==> config.mk <==
export PLATFORM = sky130hd
export DESIGN_NAME = coarse_occlusion_grid_flat
export DESIGN_NICKNAME = d
export VERILOG_FILES = /design/src/hw/rtl/cog_pkg.sv /design/src/hw/rtl/cog_if.sv /design/src/hw/rtl/cog_ram.sv /design/src/hw/rtl/coarse_occlusion_grid.sv /design/src/flat_wrapper.sv
export VERILOG_INCLUDE_DIRS = /design/src /design/src/hw/rtl
export SDC_FILE = /design/constraint.sdc
export NUM_CORES = 2
export LEC_CHECK = 0
export ABC_AREA = 1
export BUFFER_PORTS_ARGS = -buffer_cell sky130_fd_sc_hd__buf_2
export CORE_MARGIN = 1
export CORE_UTILIZATION = 40
export CTS_CLUSTER_SIZE = 8
export DETAILED_ROUTE_END_ITERATION = 6
export GPL_TIMING_DRIVEN = 0
export PLACE_DENSITY = 0.58
export SLEW_MARGIN = 20
export SYNTH_ARGS = -nofsm -noshare
export SYNTH_HDL_FRONTEND = slang
export SYNTH_HIERARCHICAL = 1
export SYNTH_SLANG_ARGS = --single-unit
==> constraint.sdc <==
create_clock -name clk -period 36.2 [get_ports clk]
set_input_delay 1.81 -clock clk [delete_from_list [all_inputs] [get_ports clk]]
set_output_delay 1.81 -clock clk [all_outputs]
set_load 0.005 [all_outputs]
==> src/hw/rtl/coarse_occlusion_grid_macros.svh <==
// Assertion macros for the coarse occlusion grid.
`ifndef COARSE_OCCLUSION_GRID_MACROS_SVH
`define COARSE_OCCLUSION_GRID_MACROS_SVH

`ifndef SYNTH

// Check cons in the same cycle as ante.
`define COG_ASSERT_IMPL(label, clk_s, rst_s, ante, cons) \
    label: assert property (@(posedge clk_s) disable iff (!rst_s) (ante) |-> (cons)) \
        else $error("coarse_occlusion_grid: assertion failed");

// Check cons in the cycle after ante.
`define COG_ASSERT_NEXT(label, clk_s, rst_s, ante, cons) \
    label: assert property (@(posedge clk_s) disable iff (!rst_s) (ante) |=> (cons)) \
        else $error("coarse_occlusion_grid: assertion failed");

`else

`define COG_ASSERT_IMPL(label, clk_s, rst_s, ante, cons)

`define COG_ASSERT_NEXT(label, clk_s, rst_s, ante, cons)

`endif

`endif

==> src/hw/rtl/cog_pkg.sv <==
// Shared types, constants and helpers for the coarse occlusion grid.
`default_nettype none

package cog_pkg;

    localparam int DEF_MAX_GRID_COLS = 32;
    localparam int DEF_MAX_GRID_ROWS = 32;

    localparam int OPCODE_W = 2;
    localparam int COORD_W  = 12;
    localparam int CFG_W    = 11;
    localparam int TALLY_W  = 16;
    localparam int DATA_W   = 32;
    localparam int PADDR_W  = 4;
    localparam int REG_IDX_W = 2;

    // Divider: 12-bit dividends, 11-bit divisor.
    localparam int DIV_W     = 12;
    localparam int DIV_STEPS = 12;
    localparam int DIV_CNT_W = 4;
    localparam int DIV_OPS   = 6;
    localparam int DIV_SEL_W = 3;
    localparam int SIGN_W    = 14;

    localparam logic [CFG_W-1:0] RST_CANVAS_WIDTH  = 11'd200;
    localparam logic [CFG_W-1:0] RST_CANVAS_HEIGHT = 11'd200;
    localparam logic [CFG_W-1:0] RST_BLOCK_SIZE    = 11'd8;

    localparam logic [TALLY_W-1:0] TALLY_MAX = '1;

    localparam logic [OPCODE_W-1:0] OP_MARK  = 2'd0;
    localparam logic [OPCODE_W-1:0] OP_QUERY = 2'd1;
    localparam logic [OPCODE_W-1:0] OP_CLEAR = 2'd2;

    localparam logic [REG_IDX_W-1:0] REG_CANVAS_WIDTH  = 2'd0;
    localparam logic [REG_IDX_W-1:0] REG_CANVAS_HEIGHT = 2'd1;
    localparam logic [REG_IDX_W-1:0] REG_BLOCK_SIZE    = 2'd2;

    // Divider operand slots.
    localparam logic [DIV_SEL_W-1:0] DSEL_COLS = 3'd0;
    localparam logic [DIV_SEL_W-1:0] DSEL_ROWS = 3'd1;
    localparam logic [DIV_SEL_W-1:0] DSEL_X0   = 3'd2;
    localparam logic [DIV_SEL_W-1:0] DSEL_X1   = 3'd3;
    localparam logic [DIV_SEL_W-1:0] DSEL_Y0   = 3'd4;
    localparam logic [DIV_SEL_W-1:0] DSEL_Y1   = 3'd5;

    typedef enum logic [2:0] {
        ST_CLEAR,
        ST_IDLE,
        ST_DIV,
        ST_SETUP,
        ST_BASE,
        ST_SCAN,
        ST_DONE
    } state_t;

    // Magnitude of a 13-bit signed value; fits 12 bits for the coordinate range.
    function automatic logic [DIV_W-1:0] mag13(input logic signed [DIV_W:0] v);
        logic signed [DIV_W:0] n;
        begin
            n = -v;
            mag13 = v[DIV_W] ? n[DIV_W-1:0] : v[DIV_W-1:0];
        end
    endfunction

endpackage

`default_nettype wire

==> src/hw/rtl/cog_if.sv <==
// Valid/ready channel interfaces for the input and result words.
`default_nettype none

interface cog_in_if;
    logic                                 valid;
    logic                                 ready;
    logic        [cog_pkg::OPCODE_W-1:0]  opcode;
    logic signed [cog_pkg::COORD_W-1:0]   min_x;
    logic signed [cog_pkg::COORD_W-1:0]   min_y;
    logic signed [cog_pkg::COORD_W-1:0]   max_x;
    logic signed [cog_pkg::COORD_W-1:0]   max_y;

    modport source (output valid, opcode, min_x, min_y, max_x, max_y, input ready);
    modport sink   (input valid, opcode, min_x, min_y, max_x, max_y, output ready);
endinterface

interface cog_out_if;
    logic                          valid;
    logic                          ready;
    logic                          occluded;
    logic [cog_pkg::TALLY_W-1:0]   culled_count;

    modport source (output valid, occluded, culled_count, input ready);
    modport sink   (input valid, occluded, culled_count, output ready);
endinterface

`default_nettype wire

==> src/hw/rtl/cog_ram.sv <==
// Generic simple dual-port RAM with registered read.
`default_nettype none

module cog_ram #(
    parameter int WIDTH = 1,
    parameter int DEPTH = 2,
    localparam int AW = (DEPTH > 1) ? $clog2(DEPTH) : 1
) (
    input  wire logic             clk,
    input  wire logic             we,
    input  wire logic [AW-1:0]    waddr,
    input  wire logic [WIDTH-1:0] wdata,
    input  wire logic [AW-1:0]    raddr,
    output logic      [WIDTH-1:0] rdata
);

    logic [WIDTH-1:0] mem_reg [DEPTH];

    always_ff @(posedge clk)
    begin
        if (we)
        begin
            mem_reg[waddr] <= wdata;
        end
        rdata <= mem_reg[raddr];
    end

endmodule

`default_nettype wire

==> src/hw/rtl/coarse_occlusion_grid.sv <==
// Top level of the coarse occlusion grid: sequencer, shared divider, cell bitmap.
//
// Usage:
//   in_ch carries one command word: opcode (mark, query, clear) and a pixel
//   rectangle [min_x, max_x) x [min_y, max_y). out_ch returns at most one
//   word per command: occluded (query hit) and culled_count (tally after it).
//   The APB port sets canvas width, canvas height and block size; any write
//   to one of them empties the grid and the tally (a clearing pass follows).
// Timing:
//   One command at a time. Mark and query run four coordinate divisions and
//   two grid-size divisions on one shared restoring divider, then visit the
//   covered cells at one cell per cycle through the single bitmap; a query
//   stops at its first clear cell. The scan is skipped when no cell is
//   covered, and an empty rectangle skips the divisions too. Clear sweeps
//   the bitmap one cell per cycle.
// Reset and stalls:
//   After reset the bitmap is swept to zero before in_ch goes ready;
//   configuration writes are taken anyway. A result waits in the output
//   register while out_ch stalls, and the next command is accepted
//   meanwhile; it finishes once the register is free.
`default_nettype none
`include "coarse_occlusion_grid_macros.svh"

module coarse_occlusion_grid #(
    parameter int MAX_GRID_COLS = cog_pkg::DEF_MAX_GRID_COLS,
    parameter int MAX_GRID_ROWS = cog_pkg::DEF_MAX_GRID_ROWS
) (
    input  wire logic                           clk,
    input  wire logic                           rst_n,
    cog_in_if.sink                              in_ch,
    cog_out_if.source                           out_ch,
    input  wire logic                           psel,
    input  wire logic                           penable,
    input  wire logic                           pwrite,
    input  wire logic [cog_pkg::PADDR_W-1:0]    paddr,
    input  wire logic [cog_pkg::DATA_W-1:0]     pwdata,
    output logic      [cog_pkg::DATA_W-1:0]     prdata,
    output logic                                pready
);

    localparam int CELLS = MAX_GRID_COLS * MAX_GRID_ROWS;
    localparam int AW    = (CELLS > 1) ? $clog2(CELLS) : 1;
    localparam int CW    = (MAX_GRID_COLS > 1) ? $clog2(MAX_GRID_COLS) : 1;
    localparam int RW    = (MAX_GRID_ROWS > 1) ? $clog2(MAX_GRID_ROWS) : 1;
    localparam int NCW   = $clog2(MAX_GRID_COLS + 1);
    localparam int NRW   = $clog2(MAX_GRID_ROWS + 1);
    localparam int SW    = ((AW > NCW) ? AW : NCW) + 1;
    localparam int PW    = RW + NCW;
    localparam logic [AW-1:0] CLR_LAST = AW'(CELLS - 1);

    localparam int DW  = cog_pkg::DIV_W;
    localparam int SGW = cog_pkg::SIGN_W;
    localparam int CFW = cog_pkg::CFG_W;
    localparam int TW  = cog_pkg::TALLY_W;
    localparam logic [cog_pkg::DIV_CNT_W-1:0] DIV_STORE =
        cog_pkg::DIV_CNT_W'(cog_pkg::DIV_STEPS + 1);

    // ------------------------------------------------------------------
    // Configuration registers
    // ------------------------------------------------------------------
    logic [CFW-1:0] cw_reg;
    logic [CFW-1:0] ch_reg;
    logic [CFW-1:0] bs_reg;
    logic [CFW-1:0] bs_eff;
    logic [cog_pkg::REG_IDX_W-1:0] reg_idx;
    logic cfg_wr;
    logic cfg_hit;

    assign pready  = 1'b1;
    assign reg_idx = paddr[cog_pkg::PADDR_W-1:2];
    assign cfg_wr  = psel && penable && pwrite;
    // A block size of zero divides as one.
    assign bs_eff  = (bs_reg == '0) ? CFW'(1) : bs_reg;

    always_comb
    begin
        cfg_hit = 1'b0;
        prdata  = '0;
        case (reg_idx)
            cog_pkg::REG_CANVAS_WIDTH:
            begin
                cfg_hit = cfg_wr;
                prdata  = cog_pkg::DATA_W'(cw_reg);
            end
            cog_pkg::REG_CANVAS_HEIGHT:
            begin
                cfg_hit = cfg_wr;
                prdata  = cog_pkg::DATA_W'(ch_reg);
            end
            cog_pkg::REG_BLOCK_SIZE:
            begin
                cfg_hit = cfg_wr;
                prdata  = cog_pkg::DATA_W'(bs_reg);
            end
            default:
            begin
                cfg_hit = 1'b0;
                prdata  = '0;
            end
        endcase
    end

    always_ff @(posedge clk or negedge rst_n)
    begin
        if (!rst_n)
        begin
            cw_reg <= cog_pkg::RST_CANVAS_WIDTH;
            ch_reg <= cog_pkg::RST_CANVAS_HEIGHT;
            bs_reg <= cog_pkg::RST_BLOCK_SIZE;
        end
        else if (cfg_hit)
        begin
            case (reg_idx)
                cog_pkg::REG_CANVAS_WIDTH:  cw_reg <= pwdata[CFW-1:0];
                cog_pkg::REG_CANVAS_HEIGHT: ch_reg <= pwdata[CFW-1:0];
                cog_pkg::REG_BLOCK_SIZE:    bs_reg <= pwdata[CFW-1:0];
                default:                    bs_reg <= bs_reg;
            endcase
        end
    end

    // ------------------------------------------------------------------
    // Control state
    // ------------------------------------------------------------------
    cog_pkg::state_t state_reg;
    cog_pkg::state_t state_next;

    logic [AW-1:0] clr_cnt_reg;
    logic          owed_reg;
    logic          hit_reg;
    logic          act_reg;
    logic          pend_reg;
    logic          out_valid_reg;
    logic          out_occ_reg;
    logic [TW-1:0] out_cnt_reg;
    logic [TW-1:0] tally_reg;
    logic [TW-1:0] tally_next;
    logic [TW-1:0] tally_inc;
    logic          clr_tally;

    // Item word
    logic [cog_pkg::OPCODE_W-1:0]       op_reg;
    logic signed [cog_pkg::COORD_W-1:0] x0_reg;
    logic signed [cog_pkg::COORD_W-1:0] y0_reg;
    logic signed [cog_pkg::COORD_W-1:0] x1_reg;
    logic signed [cog_pkg::COORD_W-1:0] y1_reg;
    logic signed [DW:0]                 x1m;
    logic signed [DW:0]                 y1m;

    logic in_acc;
    logic in_rect_ok;
    logic out_free;
    logic is_query;

    assign in_acc     = in_ch.valid && in_ch.ready;
    assign in_rect_ok = (in_ch.min_x < in_ch.max_x) && (in_ch.min_y < in_ch.max_y);
    assign out_free   = !out_valid_reg || out_ch.ready;
    assign is_query   = (op_reg == cog_pkg::OP_QUERY);
    assign x1m        = $signed({x1_reg[cog_pkg::COORD_W-1], x1_reg}) - $signed((DW+1)'(1));
    assign y1m        = $signed({y1_reg[cog_pkg::COORD_W-1], y1_reg}) - $signed((DW+1)'(1));

    // ------------------------------------------------------------------
    // Shared restoring divider: load, twelve steps, store
    // ------------------------------------------------------------------
    logic [CFW-1:0]                   div_rem_reg;
    logic [DW-1:0]                    div_quo_reg;
    logic [cog_pkg::DIV_CNT_W-1:0]    div_cnt_reg;
    logic [cog_pkg::DIV_SEL_W-1:0]    div_sel_reg;
    logic [DW-1:0]                    q_reg [cog_pkg::DIV_OPS];
    logic [DW-1:0]                    div_operand;
    logic [DW-1:0]                    rem_sh;
    logic [DW:0]                      rem_diff;
    logic                             rem_ge;

    always_comb
    begin
        case (div_sel_reg)
            cog_pkg::DSEL_COLS: div_operand = DW'(cw_reg) + DW'(bs_eff) - DW'(1);
            cog_pkg::DSEL_ROWS: div_operand = DW'(ch_reg) + DW'(bs_eff) - DW'(1);
            cog_pkg::DSEL_X0:   div_operand = cog_pkg::mag13({x0_reg[DW-1], x0_reg});
            cog_pkg::DSEL_X1:   div_operand = cog_pkg::mag13(x1m);
            cog_pkg::DSEL_Y0:   div_operand = cog_pkg::mag13({y0_reg[DW-1], y0_reg});
            cog_pkg::DSEL_Y1:   div_operand = cog_pkg::mag13(y1m);
            default:            div_operand = '0;
        endcase
    end

    assign rem_sh   = {div_rem_reg, div_quo_reg[DW-1]};
    assign rem_diff = {1'b0, rem_sh} - (DW+1)'(bs_eff);
    assign rem_ge   = !rem_diff[DW];

    // ------------------------------------------------------------------
    // Cell range setup from the quotients
    // ------------------------------------------------------------------
    logic [NCW-1:0] cols_sat;
    logic [NRW-1:0] rows_sat;
    logic [DW-1:0]  fc_w;
    logic [DW-1:0]  fr_w;
    logic signed [SGW-1:0] lc_raw;
    logic signed [SGW-1:0] lr_raw;
    logic signed [SGW-1:0] col_max;
    logic signed [SGW-1:0] row_max;
    logic signed [SGW-1:0] lc_cl;
    logic signed [SGW-1:0] lr_cl;
    logic cells_empty;

    assign cols_sat = (q_reg[cog_pkg::DSEL_COLS] > DW'(MAX_GRID_COLS)) ?
                      NCW'(MAX_GRID_COLS) : q_reg[cog_pkg::DSEL_COLS][NCW-1:0];
    assign rows_sat = (q_reg[cog_pkg::DSEL_ROWS] > DW'(MAX_GRID_ROWS)) ?
                      NRW'(MAX_GRID_ROWS) : q_reg[cog_pkg::DSEL_ROWS][NRW-1:0];

    // A negative left or top edge clamps to cell zero.
    assign fc_w = x0_reg[DW-1] ? '0 : q_reg[cog_pkg::DSEL_X0];
    assign fr_w = y0_reg[DW-1] ? '0 : q_reg[cog_pkg::DSEL_Y0];

    // Truncation toward zero: negate the magnitude quotient for a negative edge.
    assign lc_raw = x1m[DW] ? -$signed(SGW'(q_reg[cog_pkg::DSEL_X1]))
                            :  $signed(SGW'(q_reg[cog_pkg::DSEL_X1]));
    assign lr_raw = y1m[DW] ? -$signed(SGW'(q_reg[cog_pkg::DSEL_Y1]))
                            :  $signed(SGW'(q_reg[cog_pkg::DSEL_Y1]));
    assign col_max = $signed(SGW'(cols_sat)) - $signed(SGW'(1));
    assign row_max = $signed(SGW'(rows_sat)) - $signed(SGW'(1));
    assign lc_cl   = (lc_raw > col_max) ? col_max : lc_raw;
    assign lr_cl   = (lr_raw > row_max) ? row_max : lr_raw;
    assign cells_empty = (lc_cl < $signed(SGW'(fc_w))) || (lr_cl < $signed(SGW'(fr_w)));

    // ------------------------------------------------------------------
    // Cell walker
    // ------------------------------------------------------------------
    logic [NCW-1:0] cols_reg;
    logic [CW-1:0]  fc_reg;
    logic [CW-1:0]  lc_reg;
    logic [RW-1:0]  fr_reg;
    logic [RW-1:0]  lr_reg;
    logic [CW-1:0]  col_reg;
    logic [RW-1:0]  row_reg;
    logic [AW-1:0]  row_base_reg;
    logic [AW-1:0]  addr_reg;
    logic [PW-1:0]  base_prod;
    logic [SW-1:0]  base_addr;
    logic [SW-1:0]  next_base;
    logic [SW-1:0]  next_row_addr;
    logic [SW-1:0]  next_col_addr;
    logic           col_end;
    logic           row_end;
    logic           miss;
    logic           scan_end;

    logic           ram_we;
    logic [AW-1:0]  ram_waddr;
    logic           ram_wdata;
    logic           ram_rdata;

    assign base_prod     = PW'(fr_reg) * PW'(cols_reg);
    assign base_addr     = SW'(base_prod[AW-1:0]) + SW'(fc_reg);
    assign next_base     = SW'(row_base_reg) + SW'(cols_reg);
    assign next_row_addr = SW'(next_base[AW-1:0]) + SW'(fc_reg);
    assign next_col_addr = SW'(addr_reg) + SW'(1);
    assign col_end       = (col_reg == lc_reg);
    assign row_end       = (row_reg == lr_reg);
    // Stop a query at the first clear cell.
    assign miss          = pend_reg && !ram_rdata;
    assign scan_end      = !act_reg && !pend_reg;

    assign tally_inc = (hit_reg && (tally_reg != cog_pkg::TALLY_MAX)) ?
                       tally_reg + TW'(1) : tally_reg;
    assign clr_tally = cfg_hit || (in_acc && (in_ch.opcode == cog_pkg::OP_CLEAR));

    always_comb
    begin
        tally_next = tally_reg;
        if (clr_tally)
        begin
            tally_next = '0;
        end
        else if ((state_reg == cog_pkg::ST_DONE) && out_free)
        begin
            tally_next = tally_inc;
        end
    end

    // ------------------------------------------------------------------
    // Next state
    // ------------------------------------------------------------------
    always_comb
    begin
        state_next = state_reg;
        case (state_reg)
            cog_pkg::ST_CLEAR:
            begin
                if (clr_cnt_reg == CLR_LAST)
                begin
                    state_next = owed_reg ? cog_pkg::ST_DONE : cog_pkg::ST_IDLE;
                end
            end
            cog_pkg::ST_IDLE:
            begin
                if (in_acc)
                begin
                    case (in_ch.opcode)
                        cog_pkg::OP_CLEAR:
                            state_next = cog_pkg::ST_CLEAR;
                        cog_pkg::OP_MARK,
                        cog_pkg::OP_QUERY:
                            state_next = in_rect_ok ? cog_pkg::ST_DIV : cog_pkg::ST_DONE;
                        default:
                            state_next = cog_pkg::ST_DONE;
                    endcase
                end
            end
            cog_pkg::ST_DIV:
            begin
                if ((div_cnt_reg == DIV_STORE) && (div_sel_reg == cog_pkg::DSEL_Y1))
                begin
                    state_next = cog_pkg::ST_SETUP;
                end
            end
            cog_pkg::ST_SETUP:
            begin
                state_next = cells_empty ? cog_pkg::ST_DONE : cog_pkg::ST_BASE;
            end
            cog_pkg::ST_BASE:
            begin
                state_next = cog_pkg::ST_SCAN;
            end
            cog_pkg::ST_SCAN:
            begin
                if (miss || scan_end)
                begin
                    state_next = cog_pkg::ST_DONE;
                end
            end
            cog_pkg::ST_DONE:
            begin
                if (out_free)
                begin
                    state_next = cog_pkg::ST_IDLE;
                end
            end
            default:
            begin
                state_next = cog_pkg::ST_IDLE;
            end
        endcase
        // A register write changes the grid layout: restart the clearing pass.
        if (cfg_hit)
        begin
            state_next = cog_pkg::ST_CLEAR;
        end
    end

    // ------------------------------------------------------------------
    // Outputs of the sequencer
    // ------------------------------------------------------------------
    always_comb
    begin
        in_ch.ready = 1'b0;
        ram_we      = 1'b0;
        ram_waddr   = addr_reg;
        ram_wdata   = 1'b0;
        case (state_reg)
            cog_pkg::ST_IDLE:
            begin
                in_ch.ready = 1'b1;
            end
            cog_pkg::ST_CLEAR:
            begin
                ram_we    = 1'b1;
                ram_waddr = clr_cnt_reg;
                ram_wdata = 1'b0;
            end
            cog_pkg::ST_SCAN:
            begin
                ram_we    = act_reg && (op_reg == cog_pkg::OP_MARK);
                ram_waddr = addr_reg;
                ram_wdata = 1'b1;
            end
            default:
            begin
                in_ch.ready = 1'b0;
                ram_we      = 1'b0;
            end
        endcase
    end

    assign out_ch.valid        = out_valid_reg;
    assign out_ch.occluded     = out_occ_reg;
    assign out_ch.culled_count = out_cnt_reg;

    cog_ram #(
        .WIDTH (1),
        .DEPTH (CELLS)
    ) u_cells (
        .clk   (clk),
        .we    (ram_we),
        .waddr (ram_waddr),
        .wdata (ram_wdata),
        .raddr (addr_reg),
        .rdata (ram_rdata)
    );

    // ------------------------------------------------------------------
    // Control registers
    // ------------------------------------------------------------------
    always_ff @(posedge clk or negedge rst_n)
    begin
        if (!rst_n)
        begin
            state_reg     <= cog_pkg::ST_CLEAR;
            clr_cnt_reg   <= '0;
            owed_reg      <= 1'b0;
            hit_reg       <= 1'b0;
            act_reg       <= 1'b0;
            pend_reg      <= 1'b0;
            out_valid_reg <= 1'b0;
            tally_reg     <= '0;
            div_cnt_reg   <= '0;
            div_sel_reg   <= '0;
        end
        else
        begin
            state_reg <= state_next;
            tally_reg <= tally_next;

            if (out_ch.ready)
            begin
                out_valid_reg <= 1'b0;
            end

            if (state_reg == cog_pkg::ST_CLEAR)
            begin
                clr_cnt_reg <= clr_cnt_reg + AW'(1);
            end

            case (state_reg)
                cog_pkg::ST_IDLE:
                begin
                    if (in_acc)
                    begin
                        hit_reg     <= 1'b0;
                        owed_reg    <= (in_ch.opcode == cog_pkg::OP_CLEAR);
                        clr_cnt_reg <= '0;
                        div_cnt_reg <= '0;
                        div_sel_reg <= cog_pkg::DSEL_COLS;
                    end
                end
                cog_pkg::ST_DIV:
                begin
                    if (div_cnt_reg == DIV_STORE)
                    begin
                        div_cnt_reg <= '0;
                        div_sel_reg <= div_sel_reg + cog_pkg::DIV_SEL_W'(1);
                    end
                    else
                    begin
                        div_cnt_reg <= div_cnt_reg + cog_pkg::DIV_CNT_W'(1);
                    end
                end
                cog_pkg::ST_SETUP:
                begin
                    hit_reg <= is_query;
                end
                cog_pkg::ST_BASE:
                begin
                    act_reg  <= 1'b1;
                    pend_reg <= 1'b0;
                end
                cog_pkg::ST_SCAN:
                begin
                    pend_reg <= act_reg && is_query;
                    if (act_reg && col_end && row_end)
                    begin
                        act_reg <= 1'b0;
                    end
                    if (miss)
                    begin
                        act_reg <= 1'b0;
                        hit_reg <= 1'b0;
                    end
                    else if (scan_end)
                    begin
                        hit_reg <= is_query;
                    end
                end
                cog_pkg::ST_DONE:
                begin
                    if (out_free)
                    begin
                        out_valid_reg <= 1'b1;
                        owed_reg      <= 1'b0;
                    end
                end
                default:
                begin
                    act_reg <= act_reg;
                end
            endcase

            if (cfg_hit)
            begin
                clr_cnt_reg <= '0;
            end
        end
    end

    // ------------------------------------------------------------------
    // Payload registers
    // ------------------------------------------------------------------
    always_ff @(posedge clk)
    begin
        if (in_acc)
        begin
            op_reg <= in_ch.opcode;
            x0_reg <= in_ch.min_x;
            y0_reg <= in_ch.min_y;
            x1_reg <= in_ch.max_x;
            y1_reg <= in_ch.max_y;
        end

        if (state_reg == cog_pkg::ST_DIV)
        begin
            if (div_cnt_reg == '0)
            begin
                div_quo_reg <= div_operand;
                div_rem_reg <= '0;
            end
            else if (div_cnt_reg == DIV_STORE)
            begin
                q_reg[div_sel_reg] <= div_quo_reg;
            end
            else
            begin
                div_rem_reg <= rem_ge ? rem_diff[CFW-1:0] : rem_sh[CFW-1:0];
                div_quo_reg <= {div_quo_reg[DW-2:0], rem_ge};
            end
        end

        if (state_reg == cog_pkg::ST_SETUP)
        begin
            cols_reg <= cols_sat;
            fc_reg   <= fc_w[CW-1:0];
            lc_reg   <= lc_cl[CW-1:0];
            fr_reg   <= fr_w[RW-1:0];
            lr_reg   <= lr_cl[RW-1:0];
        end

        if (state_reg == cog_pkg::ST_BASE)
        begin
            row_reg      <= fr_reg;
            col_reg      <= fc_reg;
            row_base_reg <= base_prod[AW-1:0];
            addr_reg     <= base_addr[AW-1:0];
        end

        // Advance along the row, then wrap to the next row.
        if ((state_reg == cog_pkg::ST_SCAN) && act_reg && !(col_end && row_end))
        begin
            if (col_end)
            begin
                row_reg      <= row_reg + RW'(1);
                col_reg      <= fc_reg;
                row_base_reg <= next_base[AW-1:0];
                addr_reg     <= next_row_addr[AW-1:0];
            end
            else
            begin
                col_reg  <= col_reg + CW'(1);
                addr_reg <= next_col_addr[AW-1:0];
            end
        end

        if ((state_reg == cog_pkg::ST_DONE) && out_free)
        begin
            out_occ_reg <= hit_reg;
            out_cnt_reg <= tally_inc;
        end
    end

    // ------------------------------------------------------------------
    // Assertions
    // ------------------------------------------------------------------
    `COG_ASSERT_NEXT(a_tally_no_drop, clk, rst_n, !clr_tally, tally_reg >= $past(tally_reg))
    `COG_ASSERT_NEXT(a_cfg_starts_clear, clk, rst_n, cfg_hit, (state_reg == cog_pkg::ST_CLEAR) && (clr_cnt_reg == '0) && (tally_reg == '0))
    `COG_ASSERT_IMPL(a_scan_in_range, clk, rst_n, (state_reg == cog_pkg::ST_SCAN) && act_reg, (col_reg >= fc_reg) && (col_reg <= lc_reg) && (row_reg >= fr_reg) && (row_reg <= lr_reg))

endmodule

`default_nettype wire
==> src/flat_wrapper.sv <==
// flat-port wrapper written by rule: the top's interface ports become plain ports
module coarse_occlusion_grid_flat 
#(
    parameter int MAX_GRID_COLS = cog_pkg::DEF_MAX_GRID_COLS,
    parameter int MAX_GRID_ROWS = cog_pkg::DEF_MAX_GRID_ROWS
)
  (clk, rst_n, psel, penable, pwrite, paddr, pwdata, prdata, pready, in_ch_valid, in_ch_opcode, in_ch_min_x, in_ch_min_y, in_ch_max_x, in_ch_max_y, in_ch_ready, out_ch_valid, out_ch_occluded, out_ch_culled_count, out_ch_ready);
  cog_in_if in_ch_i ();
  cog_out_if out_ch_i ();
  input  wire logic clk;
  input  wire logic rst_n;
  input  wire logic psel;
  input  wire logic penable;
  input  wire logic pwrite;
  input  wire logic [cog_pkg::PADDR_W-1:0] paddr;
  input  wire logic [cog_pkg::DATA_W-1:0] pwdata;
  output logic      [cog_pkg::DATA_W-1:0] prdata;
  output logic pready;
  input wire logic [$bits(in_ch_i.valid)-1:0] in_ch_valid;
  input wire logic [$bits(in_ch_i.opcode)-1:0] in_ch_opcode;
  input wire logic [$bits(in_ch_i.min_x)-1:0] in_ch_min_x;
  input wire logic [$bits(in_ch_i.min_y)-1:0] in_ch_min_y;
  input wire logic [$bits(in_ch_i.max_x)-1:0] in_ch_max_x;
  input wire logic [$bits(in_ch_i.max_y)-1:0] in_ch_max_y;
  output wire logic [$bits(in_ch_i.ready)-1:0] in_ch_ready;
  output wire logic [$bits(out_ch_i.valid)-1:0] out_ch_valid;
  output wire logic [$bits(out_ch_i.occluded)-1:0] out_ch_occluded;
  output wire logic [$bits(out_ch_i.culled_count)-1:0] out_ch_culled_count;
  input wire logic [$bits(out_ch_i.ready)-1:0] out_ch_ready;
  assign in_ch_i.valid = in_ch_valid;
  assign in_ch_i.opcode = in_ch_opcode;
  assign in_ch_i.min_x = in_ch_min_x;
  assign in_ch_i.min_y = in_ch_min_y;
  assign in_ch_i.max_x = in_ch_max_x;
  assign in_ch_i.max_y = in_ch_max_y;
  assign in_ch_ready = in_ch_i.ready;
  assign out_ch_valid = out_ch_i.valid;
  assign out_ch_occluded = out_ch_i.occluded;
  assign out_ch_culled_count = out_ch_i.culled_count;
  assign out_ch_i.ready = out_ch_ready;
  coarse_occlusion_grid #(.MAX_GRID_COLS(MAX_GRID_COLS), .MAX_GRID_ROWS(MAX_GRID_ROWS)) u_core (.clk(clk), .rst_n(rst_n), .in_ch(in_ch_i), .out_ch(out_ch_i), .psel(psel), .penable(penable), .pwrite(pwrite), .paddr(paddr), .pwdata(pwdata), .prdata(prdata), .pready(pready));
endmodule
Yosys cells after proc, flatten, opt, wreduce, memory -nomap -nowiden
Memory sizes are Yosys's and may differ from the RTL's. A register that Yosys moved wholly into a read port is not among the register bits.
Cells that the tools add are included.

word-level totals
  memory bits (writable) = 1,096
  latch bits = 0
  memories kept = 2
  output and inout port bits = 52
  memory bits (read-only) = 0
  bits in registers = 220
  logic and storage cells = 231

cells by class
  order comparisons = 8
  divide/modulo/power cells = 0
  eq/ne operators = 32
  shifts and indexed selects = 0
  multiply operators = 1
  reductions and logical operators = 52
  bitwise logic cells = 0
  $add $sub $neg = 25
  muxes and demuxes = 80

memories
  name                    words  bits a word  read ports  clocked after Yosys merged registers in  wr ports  line                          source
  u_core.u_cells.mem_reg  1,024  1            1           1                                        1         cog_ram.sv:17                 logic [WIDTH-1:0] mem_reg [DEPTH];
  u_core.q_reg            6      12           6           0                                        1         coarse_occlusion_grid.sv:169  logic [DW-1:0] q_reg [cog_pkg::DIV_OPS];

operator list
  operator                                                                 number
  10-bit two-way mux                                                       11
  12-bit two-way mux                                                       8
  12-bit case mux with 6 select lines                                      1
  14-bit two-way mux                                                       4
  16-bit two-way mux                                                       3
  12-bit negation                                                          4
  11-bit two-way mux                                                       3
  11-bit case mux with 3 select lines                                      1
  3-bit two-way mux                                                        10
  5-bit two-way mux                                                        6
  14-bit > comparator                                                      2
  14-bit by 13-bit less-than comparator with 1-bit output                  2
  12-bit negation with 14-bit output                                       2
  12-bit by 2-bit subtractor with 13-bit output, second input constant     2
  11-bit by 11-bit adder with 12-bit output                                2
  12-bit by 6-bit > comparator with 1-bit output, second input constant    2
  12-bit less-than comparator                                              2
  12-bit by 1-bit subtractor with 12-bit output, second input constant     2
  3-bit by 1-bit inequality test with 1-bit output, second input constant  7
  3-bit case mux with 7 select lines                                       1
  10-bit by 1-bit adder with 10-bit output, second input constant          2
  10-bit by 5-bit adder with 10-bit output                                 2
  1-bit two-way mux                                                        19
  1-bit logical AND                                                        17
  other kinds (39)                                                         83

Depth between registers and ports, before layout
An unclocked memory read counts as a cell.

  word-level depth = 11
  mapped depth = 38
  gate-level depth less buffers = 37

Modules after synthesis
The synthesis kept the hierarchy.

by module, submodules not included
  module                 area an instance (µm²)  cells an instance  times used
  cog_ram                46,392.0                4,679              1
  coarse_occlusion_grid  19,895.3                2,353              1

Worst setup path after synthesis
No wires, ideal clock.

  path type = reg-to-reg
  start = register u_core.state_reg[1]
  end = memory u_core.u_cells.mem_reg[0], data pin
  buffers on the path = 0
  arrival time = 24.119 ns
  cell stages (with the launch flop) = 4
  required time = 31.239 ns
  path slack = 7.119 ns
  cells stage by stage = dfrtp_1 inv_1 nand2_1 nor2_1

between the ends
  cells in the longest elaborated chain, start to end = 2

RTL lines
  what                    line                          source
  from (decl)             coarse_occlusion_grid.sv:125  cog_pkg::state_t state_reg;
  from (signal assigned)  coarse_occlusion_grid.sv:409  state_reg <= cog_pkg::ST_CLEAR;
  from (signal assigned)  coarse_occlusion_grid.sv:422  state_reg <= state_next;
  3-bit equality test     coarse_occlusion_grid.sv:361  case (state_reg)
  1-bit two-way mux       coarse_occlusion_grid.sv:361
  net u_core.ram_wdata    coarse_occlusion_grid.sv:251  logic ram_wdata;
  to (decl)               cog_ram.sv:17

The timed path passes the listed nets, and every way through them passes these cells.

Worst setup path in the final report
  start = register u_core/y1_reg[0] in the netlist's numbering
  end = register u_core.state_reg[1]

between the ends
  cells in the longest elaborated chain, start to end = 9

RTL lines
  what                                                         line                          source
  from (decl)                                                  coarse_occlusion_grid.sv:146  logic signed [cog_pkg::COORD_W-1:0] y1_reg;
  from (signal assigned)                                       coarse_occlusion_grid.sv:517  y1_reg <= in_ch.max_y;
  12-bit by 2-bit subtractor with 13-bit output (*)            coarse_occlusion_grid.sv:160  assign y1m = $signed({y1_reg[cog_pkg::COORD_W-1], y1_reg}) - $signed((DW+1)'(1));
  14-bit two-way mux (*)                                       coarse_occlusion_grid.sv:219  assign lr_raw = y1m[DW] ? -$signed(SGW'(q_reg[cog_pkg::DSEL_Y1]))
  14-bit > comparator                                          coarse_occlusion_grid.sv:224  assign lr_cl = (lr_raw > row_max) ? row_max : lr_raw;
  14-bit two-way mux (*)                                       coarse_occlusion_grid.sv:224
  net u_core.lr_cl[3]                                          coarse_occlusion_grid.sv:204  logic signed [SGW-1:0] lr_cl;
  14-bit by 13-bit less-than comparator with 1-bit output (*)  coarse_occlusion_grid.sv:225  assign cells_empty = (lc_cl < $signed(SGW'(fc_w))) || (lr_cl < $signed(SGW'(fr_w)));
  1-bit logical OR (*)                                         coarse_occlusion_grid.sv:225
  2-bit two-way mux (*)                                        coarse_occlusion_grid.sv:320  state_next = cells_empty ? cog_pkg::ST_DONE : cog_pkg::ST_BASE;
  3-bit case mux with 7 select lines (*)                       coarse_occlusion_grid.sv:288  case (state_reg)
  3-bit two-way mux (*)                                        coarse_occlusion_grid.sv:346  if (cfg_hit)

Mark *: on every way through the listed nets, which the timed path passes. The rest lies on a longest branch.
A chain may end at the register's enable or synchronous reset.

==> run_results.csv <==
group,metric,value,unit
run_status,status,"finished with violations",
run_status,violations,"DRC",
setup_path,rr_endpoint,"u_core/state_reg[1]$_DFFE_PN0P_",
yosys,syn_area,0.0663,mm^2
clock_tree,cts_made_buffers,184,
pwr,powerDensity,77.5,mW/mm^2
finish,largest_reg_flops,1024,
clock_tree,cts_tree,"built",
floorplan,start_util,0.402,
clock_tree,root_buffer,"clkbuf_16",
yosys,yosysTopAreaCell,"edfxtp_1",
yosys,yosysMostFrequentCell,"nand2_1",
setup_path,critPathMaxFanout,10,
global_routing,grt_pass1_wl,372000,um
sta,maxSlewHeadroom,0.0727,
setup_path,critPathLaunchType,"register",
placed_design,dpl.hpwl,183000,um
setup_path,crit_path_frequent_cell,"nand2_1",
clock_tree,clockBufferDepth,3,
drt,vias,55700,
sta,whs,0.490,ns
finish,areaGrowthSynthToFinish,14.6,%
floorplan,die-area,0.167,mm^2
yosys,yosysSeqAreaShare,0.589,
clock_tree,post_cts_buffers,0,
setup_path,criticalPathCategory,"reg -> reg",
yosys,synth_compound_area_frac,0.0363,
yosys,synthTopCellsByCount,"nand2_1, nor2_1, edfxtp_1, nand3_1, inv_1",
floorplan,fp-row-count,149,
global_routing,top_usage_layer,"met2",
setup_path,crit_buf_inv,6,
clock_tree,htreeDepth,4,
sta,max_clock_freq,167,MHz
finish,seqCellArea,0.0390,mm^2
finish,final_cells,9651,
drt,wl_per_cell,27.7,um
drt,drcViolationCount,1,
sta,fin_crit_sh,0.166,
yosys,synth_seq_cells,1317,
yosys,synth_warnings,6,
drt,ant_nets,0,
setup_path,arrival,6.73,ns
placed_design,dpl.cell_count,9386,
floorplan,die_w,409,um
sta,rsz0062_at_grt,"false",
pwr,peakVddDrop,0.0518,mV
setup_path,reg2reg_from,"u_core/y1_reg[0]$_DFFE_PP_",
yosys,ys.flop_type,"edfxtp_1",
sta,finalMaxSlewViolations,0,
clock_tree,clock_latency,0.83,ns
setup_path,crit_path_max_incr_delay,0.52,ns
setup_path,rrSetupSlack,30.20,ns
finish,finish.utilization,0.461,
yosys,synth_fa_ha_area_frac,0.0387,
drt,first_iter_violations,8082,
sta,setup_violations,0,
yosys,async_flop_share,0.0562,
clock_tree,hold_buffers,0,
yosys,synth_mux_area_frac,0,
worst_hold_path,min_to,"u_core/row_base_reg[2]$_DFF_P_",
global_routing,grt_use_met1,0.378,
sta,setup_tns,0,ns
pwr,fin_total_pwr,5880,uW
finish,fin_nets,7671,
finish,fill_cells,15900,
setup_path,cp_data_required_time,36.93,ns
global_routing,grt_max_degree,49,
worst_hold_path,hold_path.startpoint,"u_core/row_base_reg[2]$_DFF_P_",
yosys,yosys-top-cells-area,"edfxtp_1, nand3_1, nand2_1",
setup_path,endpoint_kind,"register",
clock_tree,cts_sinks,1317,
clock_tree,cts_resized,0,
yosys,synth_edf_count,1227,
yosys,synth_top_family_by_area,"simple AND/OR/NAND/NOR gates",
worst_hold_path,hold_depth,2,
finish,multi_input_area,0.0232,mm^2
job,max_cap_violations,0,
global_routing,grt_pass1_vias,52600,
yosys,yosys.area_share.simple,0.257,
placed_design,portBuffers,99,
drt,finalWirelength,267000,um
placed_design,gp_congestion,1.00,
worst_hold_path,min_path_type,"reg -> reg",
floorplan,io_pins,145,
global_routing,overflow,0,
sta,hold_viol,0,
global_routing,antenna_found_initial,8,
global_routing,use_met3,0.0789,
global_routing,met2_usage,0.499,
global_routing,grt_usage,0.313,
floorplan,core,0.165,mm^2
drt,viasPerCell,5.77,
yosys,synth.avg_cell_area,9.43,um^2
yosys,yosysTopAreaCellShare,0.556,
sta,tightestPinTransition,1.39,ns
finish,drive_gt1_frac,0.0960,
setup_path,reg2reg_depth,34,
sta,finalClockSkew,0.0543,ns
setup_path,cp_slowest_cell,"edfxtp_1",
floorplan,die_h,409,um
yosys,synth.distinct_cells,69,
pwr,power_leakage,0.0283,uW
clock_tree,clkTransAtPathRegs,0.05,ns
drt,drtPass1Iterations,7,
yosys,netlist_instances,7032,
sta,fin_crit,6.00,ns
yosys,synth-xor-area-share,0.0154,
setup_path,path_delay_family,"compound AO/OA/AOI/OAI gates",
==> tightest hold or removal path, cell delays in order, from the launching register on <==
cell	delay, ns
dfxtp_1	0.31
nand2_1	0.06
a31oi_1	0.07
==> kinds of logic (layout without fill, tap and decap cells) <==
| group | Yosys count | after routing |
|---|---|---|
| buffers and inverters | 944 | 1348 |
| xor gates and xnor gates | 116 | 116 |
| AOI/OAI and AO/OA | 411 | 411 |
| adders and majority gates | 195 | 195 |
| and+or+nand+nor | 4047 | 4047 |
| DFF | 1317 | 1317 |
| other | 2 | 28 |
==> power breakdown <==
group,leakage [uW],internal [uW],switching (uW)
logic,0.0134,599,1770
clock network,0.00251,934,662
registers,0.0124,1840,76.5
==> cell usage in the layout, fill, tap and decap left out, types with 11 or more instances in the layout <==
| cell | synthesis | routed |
|---|---|---|
| buf_2 | 125 | 240 |
| buf_1 | 35 | 17 |
| inv_2 | 10 | 11 |
| ha_1 | 178 | 178 |
| o21ai_0 | 159 | 159 |
| buf_4 | 29 | 35 |
| nor2_1 | 1279 | 1274 |
| a21oi_1 | 113 | 113 |
| nor3_1 | 86 | 80 |
| edfxtp_1 | 1227 | 1227 |
| clkbuf_2 | 0 | 61 |
| nand2_2 | 14 | 14 |
| dfxtp_1 | 16 | 16 |
| nand3_1 | 1109 | 1109 |
| a31oi_1 | 24 | 24 |
| o22ai_1 | 17 | 17 |
| o221ai_1 | 15 | 15 |
| xnor2_1 | 38 | 38 |
| nand4_1 | 24 | 24 |
| dfrtp_1 | 67 | 67 |
| conb_1 | 2 | 22 |
| buf_12 | 0 | 19 |
| xor2_1 | 77 | 77 |
| buf_16 | 0 | 19 |
| nand2_1 | 1476 | 1476 |
| buf_6 | 51 | 53 |
| fa_1 | 17 | 17 |
| o21bai_1 | 13 | 13 |
| clkbuf_1 | 230 | 224 |
| inv_1 | 457 | 456 |
| clkbuf_16 | 0 | 185 |
| a211oi_1 | 12 | 12 |
==> metal layers <==
layer / vias to the layer above / wire length (um)
met5: - / 54
met4: 8 / 19900
met3: 902 / 31500
met2: 3495 / 121000
met1: 27000 / 94800
li1: 24300 / -
==> final cells by class <==
class,count,share of cell area
Sequential cell,1317,0.514
Multi-Input combinational cell,4791,0.305
Clock buffer,243,0.0644
Tap cell,2189,0.0361
Buffer,471,0.0332
Inverter,473,0.0235
Timing Repair Buffer,145,0.0194
Clock inverter,16,0.00409
Antenna cell,6,0.000198
==> worst max path at each step <==
stage	start	endpoint	slack [ns]	depth (start not counted)
after floorplan	u_core/state_reg[1]$_DFFE_PN0P_	u_core/u_cells/mem_reg[0]$_DFFE_PP_	7.12	3
after global routing	u_core/y1_reg[0]$_DFFE_PP_	u_core/state_reg[1]$_DFFE_PN0P_	29.73	35
after global placement	u_core/state_reg[1]$_DFFE_PN0P_	u_core/u_cells/mem_reg[180]$_DFFE_PP_	-13.01	3
final	u_core/y1_reg[0]$_DFFE_PP_	u_core/state_reg[1]$_DFFE_PN0P_	30.20	34
after CTS	u_core/y1_reg[0]$_DFFE_PP_	u_core/state_reg[1]$_DFFE_PN0P_	30.21	34
after detailed placement	u_core/y1_reg[0]$_DFFE_PP_	u_core/state_reg[1]$_DFFE_PN0P_	30.24	34
==> stage by stage <==
step | setup slack (ns) | area [um^2]
after floorplan | 7.12 | 66400
after global placement | -13.01 | 69600
after detailed placement | 30.24 | 70700
after CTS | 30.21 | 75900
after global routing | 29.73 | 75900
final | 30.20 | 75900
Power figures use the tool's default switching activity.
